## src/hdl/hrt_pkg.sv

```systemverilog
// ----------------------------------------------------------------------------
// hrt_pkg: shared types and constants for the HTTP request head tokenizer
// Byte codes, parse phases, result kinds and the result record layout.
// ----------------------------------------------------------------------------
package hrt_pkg;

    localparam int BUFFER_BYTES = 4096;
    localparam int MAX_HEADERS  = 32;

    // offset counter holds 0..BUFFER_BYTES
    localparam int OFF_W   = $clog2(BUFFER_BYTES) + 1;
    // header counter holds 0..MAX_HEADERS
    localparam int HC_W    = $clog2(MAX_HEADERS + 1);

    // result field widths on the port
    localparam int FIELD_W = 13;
    localparam int HDR_W   = 5;

    // result queue between front and back
    localparam int QDEPTH  = 4;
    localparam int QPTR_W  = $clog2(QDEPTH);

    localparam logic [7:0] CH_SP    = 8'h20;
    localparam logic [7:0] CH_CR    = 8'h0D;
    localparam logic [7:0] CH_COLON = 8'h3A;
    localparam logic [7:0] CH_TAB   = 8'h09;

    typedef enum logic [3:0] {
        PH_METHOD    = 4'd0,
        PH_URI       = 4'd1,
        PH_VERSION   = 4'd2,
        PH_SKIP      = 4'd3,
        PH_LINESTART = 4'd4,
        PH_NAME      = 4'd5,
        PH_VSPACE    = 4'd6,
        PH_VALUE     = 4'd7,
        PH_DRAIN     = 4'd8
    } phase_t;

    typedef enum logic [2:0] {
        EV_METHOD  = 3'd0,
        EV_URI     = 3'd1,
        EV_VERSION = 3'd2,
        EV_NAME    = 3'd3,
        EV_VALUE   = 3'd4,
        EV_DONE    = 3'd5,
        EV_ERROR   = 3'd6
    } ev_kind_t;

    typedef enum logic [1:0] {
        CAUSE_TRUNC = 2'd0,
        CAUSE_FOLD  = 2'd1,
        CAUSE_MANY  = 2'd2
    } cause_t;

    typedef struct packed {
        ev_kind_t             kind;
        logic [FIELD_W-1:0]   start;
        logic [FIELD_W-1:0]   len;
        logic [HDR_W-1:0]     hdr;
        logic [FIELD_W-1:0]   endp;
        cause_t               cause;
    } res_t;

    // all results caused by one input item
    typedef struct packed {
        res_t r0;
        res_t r1;
        logic two;
    } entry_t;

    function automatic res_t mk_res(ev_kind_t k, logic [OFF_W-1:0] s,
                                    logic [OFF_W-1:0] l, logic [HC_W-1:0] h,
                                    logic [OFF_W-1:0] ep, cause_t c);
        res_t r;
        r.kind  = k;
        r.start = FIELD_W'(s);
        r.len   = FIELD_W'(l);
        r.hdr   = HDR_W'(h);
        r.endp  = FIELD_W'(ep);
        r.cause = c;
        return r;
    endfunction

endpackage

```

## src/hdl/http_request_head_tokenizer.sv

```systemverilog
// ----------------------------------------------------------------------------
// http_request_head_tokenizer: HTTP request head tokenizer
// Reports method, URI, version, header names and values, then done or error.
//
//   Channel   Dir  Payload                                      Marker
//   s_axis    in   tdata: data_byte[7:0]                        tlast: end_of_buffer
//   m_axis    out  tdata: start/len/hdr/end/cause, tuser: kind  tlast: last_in_run
//
// One byte is accepted per cycle while the result queue is not full; the front
// parse state updates in that cycle. A byte with two results is sent as two
// output transfers; a four-entry result queue absorbs such bursts and output stalls.
// Reset clears the parse state and output select and empties the queue; queue storage is not swept.
// s_axis_tready drops only while the result queue is full.
// ----------------------------------------------------------------------------
module http_request_head_tokenizer
    import hrt_pkg::*;
(
    input  logic        clk,
    input  logic        rst_n,
    input  logic        s_axis_tvalid,
    output logic        s_axis_tready,
    input  logic [7:0]  s_axis_tdata,   // [7:0] data_byte
    input  logic        s_axis_tlast,
    output logic        m_axis_tvalid,
    input  logic        m_axis_tready,
    // [12:0] start_offset, [25:13] token_length, [30:26] header_number,
    // [43:31] end_position, [45:44] error_cause, [47:46] zero
    output logic [47:0] m_axis_tdata,
    output logic [2:0]  m_axis_tuser,   // [2:0] event_kind
    output logic        m_axis_tlast
);

    logic   q_push, q_pop, q_empty, q_full;
    entry_t q_in, q_head;
    res_t   res;

    hrt_front u_front (
        .clk      (clk),
        .rst_n    (rst_n),
        .in_valid (s_axis_tvalid),
        .in_ready (s_axis_tready),
        .in_byte  (s_axis_tdata),
        .in_eob   (s_axis_tlast),
        .q_full   (q_full),
        .q_push   (q_push),
        .q_entry  (q_in)
    );

    hrt_queue u_queue (
        .clk        (clk),
        .rst_n      (rst_n),
        .push       (q_push),
        .push_entry (q_in),
        .pop        (q_pop),
        .head       (q_head),
        .empty      (q_empty),
        .full       (q_full)
    );

    hrt_back u_back (
        .clk       (clk),
        .rst_n     (rst_n),
        .head      (q_head),
        .empty     (q_empty),
        .pop       (q_pop),
        .out_valid (m_axis_tvalid),
        .out_ready (m_axis_tready),
        .out_res   (res),
        .out_last  (m_axis_tlast)
    );

    assign m_axis_tuser = res.kind;
    assign m_axis_tdata = {2'b00, res.cause, res.endp, res.hdr, res.len, res.start};

endmodule

```

## src/hdl/hrt_front.sv

```systemverilog
// ----------------------------------------------------------------------------
// hrt_front: byte classifier and parse state
// Accepts one byte per cycle unless q_full; advances the parse and forms result records.
// ----------------------------------------------------------------------------
module hrt_front
    import hrt_pkg::*;
(
    input  logic       clk,
    input  logic       rst_n,
    input  logic       in_valid,
    output logic       in_ready,
    input  logic [7:0] in_byte,
    input  logic       in_eob,
    input  logic       q_full,
    output logic       q_push,
    output entry_t     q_entry
);

    phase_t            phase_reg, phase_next;
    logic [OFF_W-1:0]  off_reg, off_next;
    logic [OFF_W-1:0]  tstart_reg, tstart_next;
    logic [HC_W-1:0]   hcnt_reg, hcnt_next;

    logic              fire;
    res_t              p_res, e_res;
    logic              p_v, e_v;
    logic              done, failed, abort;
    logic [OFF_W-1:0]  pos, reach, vstart;
    logic [HC_W:0]     hcnt_inc;

    assign in_ready = !q_full;
    assign fire     = in_valid && in_ready;

    always_ff @(posedge clk or negedge rst_n)
    begin
        if (!rst_n)
        begin
            phase_reg  <= PH_METHOD;
            off_reg    <= '0;
            tstart_reg <= '0;
            hcnt_reg   <= '0;
        end
        else if (fire)
        begin
            phase_reg  <= phase_next;
            off_reg    <= off_next;
            tstart_reg <= tstart_next;
            hcnt_reg   <= hcnt_next;
        end
    end

    always_comb
    begin
        phase_next  = phase_reg;
        off_next    = off_reg;
        tstart_next = tstart_reg;
        hcnt_next   = hcnt_reg;
        p_res       = '0;
        e_res       = '0;
        p_v         = 1'b0;
        e_v         = 1'b0;
        done        = 1'b0;
        failed      = 1'b0;
        abort       = 1'b0;
        pos         = off_reg;
        reach       = off_reg + OFF_W'(1);
        vstart      = (phase_reg == PH_VSPACE) ? off_reg : tstart_reg;
        hcnt_inc    = {1'b0, hcnt_reg} + (HC_W+1)'(1);

        if (phase_reg == PH_DRAIN)
        begin
            abort = 1'b1;
            if (in_eob)
            begin
                phase_next  = PH_METHOD;
                off_next    = '0;
                tstart_next = '0;
                hcnt_next   = '0;
            end
        end
        else if (pos >= OFF_W'(BUFFER_BYTES))
        begin
            p_res  = mk_res(EV_ERROR, '0, '0, '0, OFF_W'(BUFFER_BYTES), CAUSE_TRUNC);
            p_v    = 1'b1;
            failed = 1'b1;
        end
        else
        begin
            case (phase_reg)
                PH_METHOD, PH_URI:
                begin
                    if (in_byte == CH_SP)
                    begin
                        p_res = mk_res((phase_reg == PH_METHOD) ? EV_METHOD : EV_URI,
                                       tstart_reg, pos - tstart_reg, '0, '0, CAUSE_TRUNC);
                        p_v         = 1'b1;
                        phase_next  = (phase_reg == PH_METHOD) ? PH_URI : PH_VERSION;
                        tstart_next = pos + OFF_W'(1);
                    end
                end
                PH_VERSION:
                begin
                    if (in_byte == CH_CR)
                    begin
                        p_res = mk_res(EV_VERSION, tstart_reg, pos - tstart_reg,
                                       '0, '0, CAUSE_TRUNC);
                        p_v        = 1'b1;
                        phase_next = PH_SKIP;
                        reach      = pos + OFF_W'(2);
                    end
                end
                PH_SKIP:
                begin
                    phase_next = PH_LINESTART;
                end
                PH_LINESTART:
                begin
                    if (in_byte == CH_CR)
                    begin
                        p_res = mk_res(EV_DONE, '0, '0, '0, pos + OFF_W'(2), CAUSE_TRUNC);
                        p_v   = 1'b1;
                        done  = 1'b1;
                    end
                    else if (in_byte == CH_SP || in_byte == CH_TAB)
                    begin
                        p_res  = mk_res(EV_ERROR, '0, '0, '0, pos, CAUSE_FOLD);
                        p_v    = 1'b1;
                        failed = 1'b1;
                    end
                    else
                    begin
                        tstart_next = pos;
                        if (in_byte == CH_COLON)
                        begin
                            p_res = mk_res(EV_NAME, pos, '0, hcnt_reg, '0, CAUSE_TRUNC);
                            p_v        = 1'b1;
                            phase_next = PH_VSPACE;
                        end
                        else
                        begin
                            phase_next = PH_NAME;
                        end
                    end
                end
                PH_NAME:
                begin
                    if (in_byte == CH_COLON)
                    begin
                        p_res = mk_res(EV_NAME, tstart_reg, pos - tstart_reg,
                                       hcnt_reg, '0, CAUSE_TRUNC);
                        p_v        = 1'b1;
                        phase_next = PH_VSPACE;
                    end
                end
                PH_VSPACE, PH_VALUE:
                begin
                    // skip spaces ahead of the value
                    if (!(phase_reg == PH_VSPACE && in_byte == CH_SP))
                    begin
                        tstart_next = vstart;
                        phase_next  = PH_VALUE;
                        if (in_byte == CH_CR)
                        begin
                            p_res = mk_res(EV_VALUE, vstart, pos - vstart,
                                           hcnt_reg, '0, CAUSE_TRUNC);
                            p_v        = 1'b1;
                            hcnt_next  = hcnt_inc[HC_W-1:0];
                            phase_next = PH_SKIP;
                            reach      = pos + OFF_W'(2);
                            if (hcnt_inc >= (HC_W+1)'(MAX_HEADERS))
                            begin
                                e_res  = mk_res(EV_ERROR, '0, '0, '0, pos + OFF_W'(2),
                                                CAUSE_MANY);
                                e_v    = 1'b1;
                                failed = 1'b1;
                            end
                        end
                    end
                end
                default:
                begin
                    abort       = 1'b1;
                    phase_next  = PH_METHOD;
                    off_next    = '0;
                    tstart_next = '0;
                    hcnt_next   = '0;
                end
            endcase

            if (!abort && !done && !failed && in_eob)
            begin
                e_res  = mk_res(EV_ERROR, '0, '0, '0, reach, CAUSE_TRUNC);
                e_v    = 1'b1;
                failed = 1'b1;
            end
        end

        if (!abort)
        begin
            if (done || failed)
            begin
                if (in_eob)
                begin
                    phase_next  = PH_METHOD;
                    off_next    = '0;
                    tstart_next = '0;
                    hcnt_next   = '0;
                end
                else
                begin
                    phase_next = PH_DRAIN;
                end
            end
            else
            begin
                off_next = pos + OFF_W'(1);
            end
        end
    end

    // pack results in order: token or first error, then trailing error
    assign q_entry.r0  = p_v ? p_res : e_res;
    assign q_entry.r1  = e_res;
    assign q_entry.two = p_v && e_v;
    assign q_push      = fire && (p_v || e_v);

endmodule

```

## src/hdl/hrt_queue.sv

```systemverilog
// ----------------------------------------------------------------------------
// hrt_queue: result queue
// Small register FIFO of per-item result entries between front and back.
// ----------------------------------------------------------------------------
module hrt_queue
    import hrt_pkg::*;
(
    input  logic   clk,
    input  logic   rst_n,
    input  logic   push,
    input  entry_t push_entry,
    input  logic   pop,
    output entry_t head,
    output logic   empty,
    output logic   full
);

    entry_t              mem_reg [QDEPTH];
    logic [QPTR_W-1:0]   wr_ptr_reg, rd_ptr_reg;
    logic [QPTR_W:0]     cnt_reg;

    assign empty = (cnt_reg == '0);
    assign full  = (cnt_reg == (QPTR_W+1)'(QDEPTH));
    assign head  = mem_reg[rd_ptr_reg];

    always_ff @(posedge clk)
    begin
        if (push)
        begin
            mem_reg[wr_ptr_reg] <= push_entry;
        end
    end

    always_ff @(posedge clk or negedge rst_n)
    begin
        if (!rst_n)
        begin
            wr_ptr_reg <= '0;
            rd_ptr_reg <= '0;
            cnt_reg    <= '0;
        end
        else
        begin
            if (push)
            begin
                wr_ptr_reg <= wr_ptr_reg + QPTR_W'(1);
            end
            if (pop)
            begin
                rd_ptr_reg <= rd_ptr_reg + QPTR_W'(1);
            end
            if (push && !pop)
            begin
                cnt_reg <= cnt_reg + (QPTR_W+1)'(1);
            end
            else if (pop && !push)
            begin
                cnt_reg <= cnt_reg - (QPTR_W+1)'(1);
            end
        end
    end

endmodule

```

## src/hdl/hrt_back.sv

```systemverilog
// ----------------------------------------------------------------------------
// hrt_back: result emitter
// Sends the one or two results of each queued entry, marking the last one.
// ----------------------------------------------------------------------------
module hrt_back
    import hrt_pkg::*;
(
    input  logic   clk,
    input  logic   rst_n,
    input  entry_t head,
    input  logic   empty,
    output logic   pop,
    output logic   out_valid,
    input  logic   out_ready,
    output res_t   out_res,
    output logic   out_last
);

    logic sel_reg, sel_next;
    logic fire;

    assign out_valid = !empty;
    assign out_res   = sel_reg ? head.r1 : head.r0;
    assign out_last  = !head.two || sel_reg;
    assign fire      = out_valid && out_ready;
    assign pop       = fire && out_last;

    always_comb
    begin
        sel_next = sel_reg;
        if (fire)
        begin
            // advance to the second result or release the entry
            sel_next = !out_last;
        end
    end

    always_ff @(posedge clk or negedge rst_n)
    begin
        if (!rst_n)
        begin
            sel_reg <= 1'b0;
        end
        else
        begin
            sel_reg <= sel_next;
        end
    end

endmodule
```

## config.mk

```make
export PLATFORM = sky130hd
export DESIGN_NAME = http_request_head_tokenizer
export DESIGN_NICKNAME = d
export VERILOG_FILES = /design/src/hdl/hrt_pkg.sv /design/src/hdl/http_request_head_tokenizer.sv /design/src/hdl/hrt_front.sv /design/src/hdl/hrt_queue.sv /design/src/hdl/hrt_back.sv
export SDC_FILE = /design/constraint.sdc
export NUM_CORES = 1
export LEC_CHECK = 0
export ABC_CLOCK_PERIOD_IN_PS = 8860
export BUFFER_PORTS_ARGS = -buffer_cell sky130_fd_sc_hd__buf_2
export CORE_ASPECT_RATIO = 0.75
export CORE_MARGIN = 2
export CORE_UTILIZATION = 40
export CTS_BUF_LIST = sky130_fd_sc_hd__clkbuf_8
export CTS_CLUSTER_SIZE = 40
export DETAILED_ROUTE_END_ITERATION = 10
export GPL_TIMING_DRIVEN = 1
export PLACE_DENSITY = 0.65
export SLEW_MARGIN = 10
export SYNTH_ARGS = -nofsm -noshare
export SYNTH_HDL_FRONTEND = slang
export SYNTH_SLANG_ARGS = --single-unit
```

## constraint.sdc

```tcl
create_clock -name clk -period 8.86 [get_ports clk]
set_clock_uncertainty 0.1 [all_clocks]
set_input_delay 1.772 -clock clk [delete_from_list [all_inputs] [get_ports clk]]
set_output_delay 1.772 -clock clk [all_outputs]
set_load 0.05 [all_outputs]
```

Word level (Yosys, flattened, before mapping)
Memory sizes are Yosys's and may differ from the RTL's.
Cells that the tools add are included.
{"block": "word_totals", "regBits": 44, "mem_bits_rw": 396, "in_bits": 13, "out_inout_bits": 54, "wordCells": 171, "mem_count": 1}
{"memory": "u_queue.mem_reg", "words": 4, "width": 99, "read_ports": 1, "rd_clocked_by_memory_dff": 0, "write_ports": 1, "line_no": "hrt_queue.sv:18", "rtl": "entry_t mem_reg [QDEPTH];"}
{"block": "classes", "addsub": 9, "order_cmp": 2, "eq_ne": 13, "muxes": 106, "reduce_logical": 32}
{"operator": "$mux W49", "count": 16}
{"operator": "$mux W13", "count": 20}
{"operator": "$pmux W49 S5", "count": 1}
{"operator": "$mux W48", "count": 3}
{"operator": "$pmux W13 S4", "count": 1}
{"operator": "$mux W4", "count": 12}
{"operator": "$mux W6", "count": 8}
{"operator": "$mux W1", "count": 35}
{"operator": "$pmux W13 S2", "count": 1}
{"operator": "$sub A13 B13 Y13", "count": 2}
{"operator": "$pmux W4 S6", "count": 1}
{"operator": "$eq A4 B3 Y1 const B", "count": 4}
{"operator": "$eq A8 B4 Y1 const B", "count": 2}
{"operator": "$eq A8 B6 Y1 const B", "count": 2}
{"operator": "$add A13 B1 Y13 const B", "count": 1}
{"operator": "$add A13 B2 Y13 const B", "count": 1}
{"operator": "$ge A13 B13 Y1 const B", "count": 1}
{"operator": "$pmux W6 S2", "count": 1}
{"operator": "$logic_and A1 B1 Y1", "count": 11}
{"operator": "$logic_not A1 Y1", "count": 9}
{"operator": "$mux W3", "count": 3}
{"operator": "$eq A4 B2 Y1 const B", "count": 2}
{"operator": "$reduce_or A8 Y1", "count": 1}
{"operator": "$add A6 B1 Y7 const B", "count": 1}
{"operator": "other kinds (17)", "count": 23}

Depth between registers and ports, before layout
{"block": "depth", "depth_word": 20, "depth_mapped": 16, "depth_no_buf": 15}

Cells and area by module
A second synthesis with hierarchy kept.
{"block": "unflattened", "hier_cells": 1383, "area_unflattened_um2": 21015.2}
{"module": "hrt_queue", "instances": 1, "cells_each": 551, "area_each_um2": 14682.8, "seq_area_each_um2": 12066.6}
{"module": "hrt_front", "instances": 1, "cells_each": 767, "area_each_um2": 5405.2, "seq_area_each_um2": 900.9}
{"module": "hrt_back", "instances": 1, "cells_each": 62, "area_each_um2": 908.4, "seq_area_each_um2": 25.0}
{"module": "http_request_head_tokenizer", "instances": 1, "cells_each": 3, "area_each_um2": 18.8, "seq_area_each_um2": 0.0}

Worst setup path before layout
OpenSTA, ideal clock, no wires.
{"block": "synth_timing", "path_kind": "in2reg", "start": "input s_axis_tdata[1]", "end": "memory u_queue.mem_reg[0][0] (netlist name), enable pin", "setup_ns": 0.430, "t_arrival_ns": 4.937, "required_ns": 8.330, "path_slack_ns": 3.393, "cell_stages": 10, "n_path_buf": 0, "path_cell_list": "or4_4 nor3_4 nand3_2 or2_4 clkinv_4 nor2_8 inv_6 nor2_8 nor2_8 and2_1"}
{"block": "synth_via", "elab_chain_cells": 17, "word_cells_on_any_way": 38, "classes_between": "4 x eq/ne; 25 x mux; 9 x reduce/logical"}
{"element": "start, declared", "line_no": "http_request_head_tokenizer.sv:22", "rtl": "input logic [7:0] s_axis_tdata,"}
{"element": "$eq A8 B6 Y1 or $eq A8 B4 Y1 (tied branches)", "line_no": "hrt_front.sv:92, hrt_front.sv:124, hrt_front.sv:158"}
{"element": "$logic_or A1 B1 Y1", "line_no": "hrt_front.sv:124", "rtl": "else if (in_byte == CH_SP || in_byte == CH_TAB)"}
{"element": "$mux W1", "line_no": "hrt_front.sv:124"}
{"element": "$mux W1", "line_no": "hrt_front.sv:118", "rtl": "if (in_byte == CH_CR)"}
{"element": "$pmux W1 S2", "line_no": "hrt_front.sv:89", "rtl": "case (phase_reg)"}
{"element": "$mux W1", "line_no": "hrt_front.sv:81", "rtl": "else if (pos >= OFF_W'(BUFFER_BYTES))"}
{"element": "$mux W1", "line_no": "hrt_front.sv:70", "rtl": "if (phase_reg == PH_DRAIN)"}
{"element": "$logic_not A1 Y1", "line_no": "hrt_front.sv:190", "rtl": "if (!abort && !done && !failed && in_eob)"}
{"element": "$logic_and A1 B1 Y1 (2 in a row)", "line_no": "hrt_front.sv:190"}
{"element": "$mux W1", "line_no": "hrt_front.sv:190"}
{"element": "$mux W1", "line_no": "hrt_front.sv:81"}
{"element": "$mux W1", "line_no": "hrt_front.sv:70"}
{"element": "$logic_or A1 B1 Y1 (*)", "line_no": "hrt_front.sv:225", "rtl": "assign q_push = fire && (p_v || e_v);"}
{"element": "$logic_and A1 B1 Y1 (*)", "line_no": "hrt_front.sv:225"}
{"element": "named net q_push", "line_no": "http_request_head_tokenizer.sv:33", "rtl": "logic q_push, q_pop, q_empty, q_full;"}
{"element": "$mux W1 (*)", "line_no": "hrt_queue.sv:28", "rtl": "if (push)"}
{"element": "$mux W1 (implied by the code) (*)", "line_no": "hrt_queue.sv:30", "rtl": "mem_reg[wr_ptr_reg] <= push_entry;"}
{"element": "end, declared", "line_no": "hrt_queue.sv:18"}
Mark *: on every way through the listed nets, which the timed path passes. The rest lies on a longest branch. The select of a mux whose other input is x is not followed.

Worst setup path in the final report
{"block": "layout_timing", "start": "input s_axis_tdata[1]", "end": "memory u_queue.mem_reg[1][14] (netlist name), enable pin"}
The elaborated chain is that of the path after synthesis.

==> flow_metrics.py <==
metrics = {
    "floorplanning": {
        "die_y_um": 174,
        "start_util": 0.404,
        "fp.coreArea_um2": 38000,
        "num_io_pins": 67,
        "die_area_um2": 39900,
        "row_count": 62,
        "die_w_um": 230,
    },
    "placement": {
        "routabilityCongestion": 0.929,
        "portBuffers": 64,
        "hpwl_um": 27500,
    },
    "global_routing": {
        "grt_pass1_wl_um": 61500,
        "grt_max_degree": 54,
        "antenna_found_initial": 1,
        "grt_usage": 0.201,
        "grt_pass1_vias": 9879,
        "grt_overflow": 0,
    },
    "layout": {
        "final_common_cell": "edfxtp_1",
        "num-nets-final": 1286,
        "final_layout_size_suffix_gt1_frac": 0.195,
        "largest_register_ffs": 260,
        "fillers": 3463,
        "layout_common_cells": "260 x edfxtp_1, 99 x nor2_1, 75 x nand2_1",
        "n_antenna_cell": 0,
        "syn_to_final_growth_pct": 10.8,
    },
    "cts": {
        "clockBufferDepth": 3,
        "cts_buffers": 47,
        "clk_pin_slew_ps": 60,
        "cts_tree": "built",
        "post_cts_buffers": 0,
        "ctsHoldBuffers": 0,
        "root_buffer": "clkbuf_8",
        "h-tree-depth": 2,
        "clk_latency_ps": 580,
        "cts.sinks": 304,
        "cts_resized": 0,
    },
    "critical_path": {
        "cp-end-kind": "flip-flop",
        "worstReg2RegEnd": "u_queue.mem_reg[1][82]$_DFFE_PP_",
        "r2r_slack_ps": 3800,
        "rr_worst_depth": 15,
        "crit_type": "in2reg",
        "cp.required_ps": 8980,
        "worstPathArrival_ps": 5560,
        "cp_max_fo": 35,
        "crit_start": "s_axis_tdata[1]",
        "critPathLaunchType": "input pin",
        "r2r_start": "u_front.phase_reg[2]$_DFFE_PN0P_",
    },
    "power_and_ir_drop": {
        "ir_worst_vdd_v": 0.000219,
        "total_power_mw": 4.91,
        "p_per_area_nw_per_um2": 289,
        "leakagePower_nw": 5.86,
    },
    "synth": {
        "syn_area_per_cell_um2": 13.1,
        "synth_edf_count": 260,
        "yosysTopAreaCellShare": 0.509,
        "synth_seq_area_share": 0.581,
        "synth_area_um2": 15300,
        "synth_mux_area_frac": 0.109,
        "synth.distinct_cells": 85,
        "synth_compound_area_frac": 0.111,
        "synthCells": 1174,
        "synth_area_leaders": "edfxtp_1 51%, mux4_2 9.5%, dfrtp_1 7.2%, ha_1 2.9%, nor2_1 2.4%",
        "async_reset_ff_frac": 0.145,
        "synth_top_family_by_area": "simple AND/OR/NAND/NOR gates",
        "synth_xor_area_frac": 0.0217,
        "synthAdderAreaFrac": 0.0325,
        "ys.flop_type": "edfxtp_1",
        "synth_area_leader_cell": "edfxtp_1",
        "ys_ff_latch": 304,
        "ys_warn_count": 0,
        "synthSimpleGateAreaFrac": 0.114,
    },
    "worst_hold_path": {
        "hold_path_depth": 1,
        "holdPathEnd": "u_queue.cnt_reg[2]$_DFFE_PN0P_",
        "holdCritPathClass": "reg2reg",
        "min_from": "u_queue.cnt_reg[2]$_DFFE_PN0P_",
    },
    "timing": {
        "clock.fmax_mhz": 184,
        "final_hold_viol_count": 0,
        "maxSlewHeadroom": 0.222,
        "setup_violations": 0,
        "report.final.slew_viol_count": 0,
        "rsz0062_at_grt": "false",
        "finalCriticalPeriod_ps": 5440,
        "worstMarginPinSlew_ps": 1170,
        "fin_setup_tns_ps": 0,
        "period_share": 0.614,
    },
    "routing": {
        "via_count": 10300,
        "ant_nets": 0,
        "drc": 0,
        "via_per_inst": 5.81,
        "wl_per_cell_um": 22.5,
        "drt_iter0_markers": 1388,
        "routed_wl_um": 40100,
        "drt_pass1_iterations": 8,
    },
    "outcome": {
        "status": "completed",
    },
    "flow_run": {
        "cap_violations": 0,
    },
}
[metal layers]
metal | share of wire | wire length [um] | GRT usage
met5 | 0.00052 | 21 | 0
met4 | 0.015 | 587 | 0.0401
met3 | 0.11 | 4360 | 0.0643
met2 | 0.41 | 16400 | 0.271
met1 | 0.47 | 18800 | 0.317
[stage by stage]
stage	worst slack (ps)	cells	hold WS, ps	util	cell area, um^2
final	3420	1782	409	0.447	17000
after global routing	3190	1782	453	0.447	17000
after CTS	3400	1782	416	0.447	17000
after detailed placement	2790	1698	376	0.424	16100
after global placement	2900	1698	382	0.424	16100
after floorplan	3390	1179	356	-	15400
[critical path, stage by stage]
cell	delay, ps
buf_2	130
or4_4	590
nor3_4	640
nand3_2	190
or2_4	300
clkinv_4	110
nor2_8	60
inv_6	90
nor2_8	50
nor2_8	180
and2_2	840
buf_4	550
[synth_stat cells (all sizes together) (9+ instances only)]
library cell	number
a21oi	74
a22oi	23
and2	16
buf	25
clkbuf	46
dfrtp	44
edfxtp	260
ha	35
inv	38
mux2	16
mux4	65
nand2	77
nand2b	12
nand3	25
nor2	104
nor2b	38
nor3	14
o211ai	9
o21a	9
o21ai	52
o22ai	30
or3	10
xnor2	25
xor2	13
[power by group]
| part | switching (mW) | internal [mW] |
|---|---|---|
| clock network | 0.543 | 0.559 |
| logic | 1.31 | 0.686 |
| registers | 0.0943 | 1.72 |
| total | 1.95 | 2.97 |
[worst max path at each step]
stage / slack (ps) / depth (start not counted) / endpoint
global route: 3190 / 12 / u_queue.mem_reg[1][15]$_DFFE_PP_
finish: 3420 / 12 / u_queue.mem_reg[1][14]$_DFFE_PP_
floorplan: 3390 / 10 / u_queue.mem_reg[0][0]$_DFFE_PP_
global placement: 2900 / 12 / u_queue.mem_reg[1][98]$_DFFE_PP_
CTS: 3400 / 12 / u_queue.mem_reg[1][98]$_DFFE_PP_
detailed placement: 2790 / 12 / u_queue.mem_reg[1][50]$_DFFE_PP_
[area by class of cell]
cell class	instances	area (um^2)	share of cell area
flip-flops and latches	304	8910	0.524
multi-input cells	764	5990	0.352
clock buffers	47	647	0.0380
well taps	512	641	0.0377
repair buffers	78	425	0.0250
clock inverters	37	223	0.0131
inverters	40	160	0.00942
[cell families (layout without fill, tap and decap cells)]
| kind of cell | Yosys count | count (layout) |
|---|---|---|
| XOR/XNOR | 38 | 38 |
| buffers and inverters | 111 | 202 |
| AND/OR/NAND/NOR | 335 | 335 |
| adder cells (fa/ha/maj) | 38 | 38 |
| flip-flops | 304 | 304 |
| multiplexers | 84 | 84 |
| AO/OA/AOI/OAI | 263 | 263 |
| other | 1 | 6 |
Power figures use the tool's default switching activity.
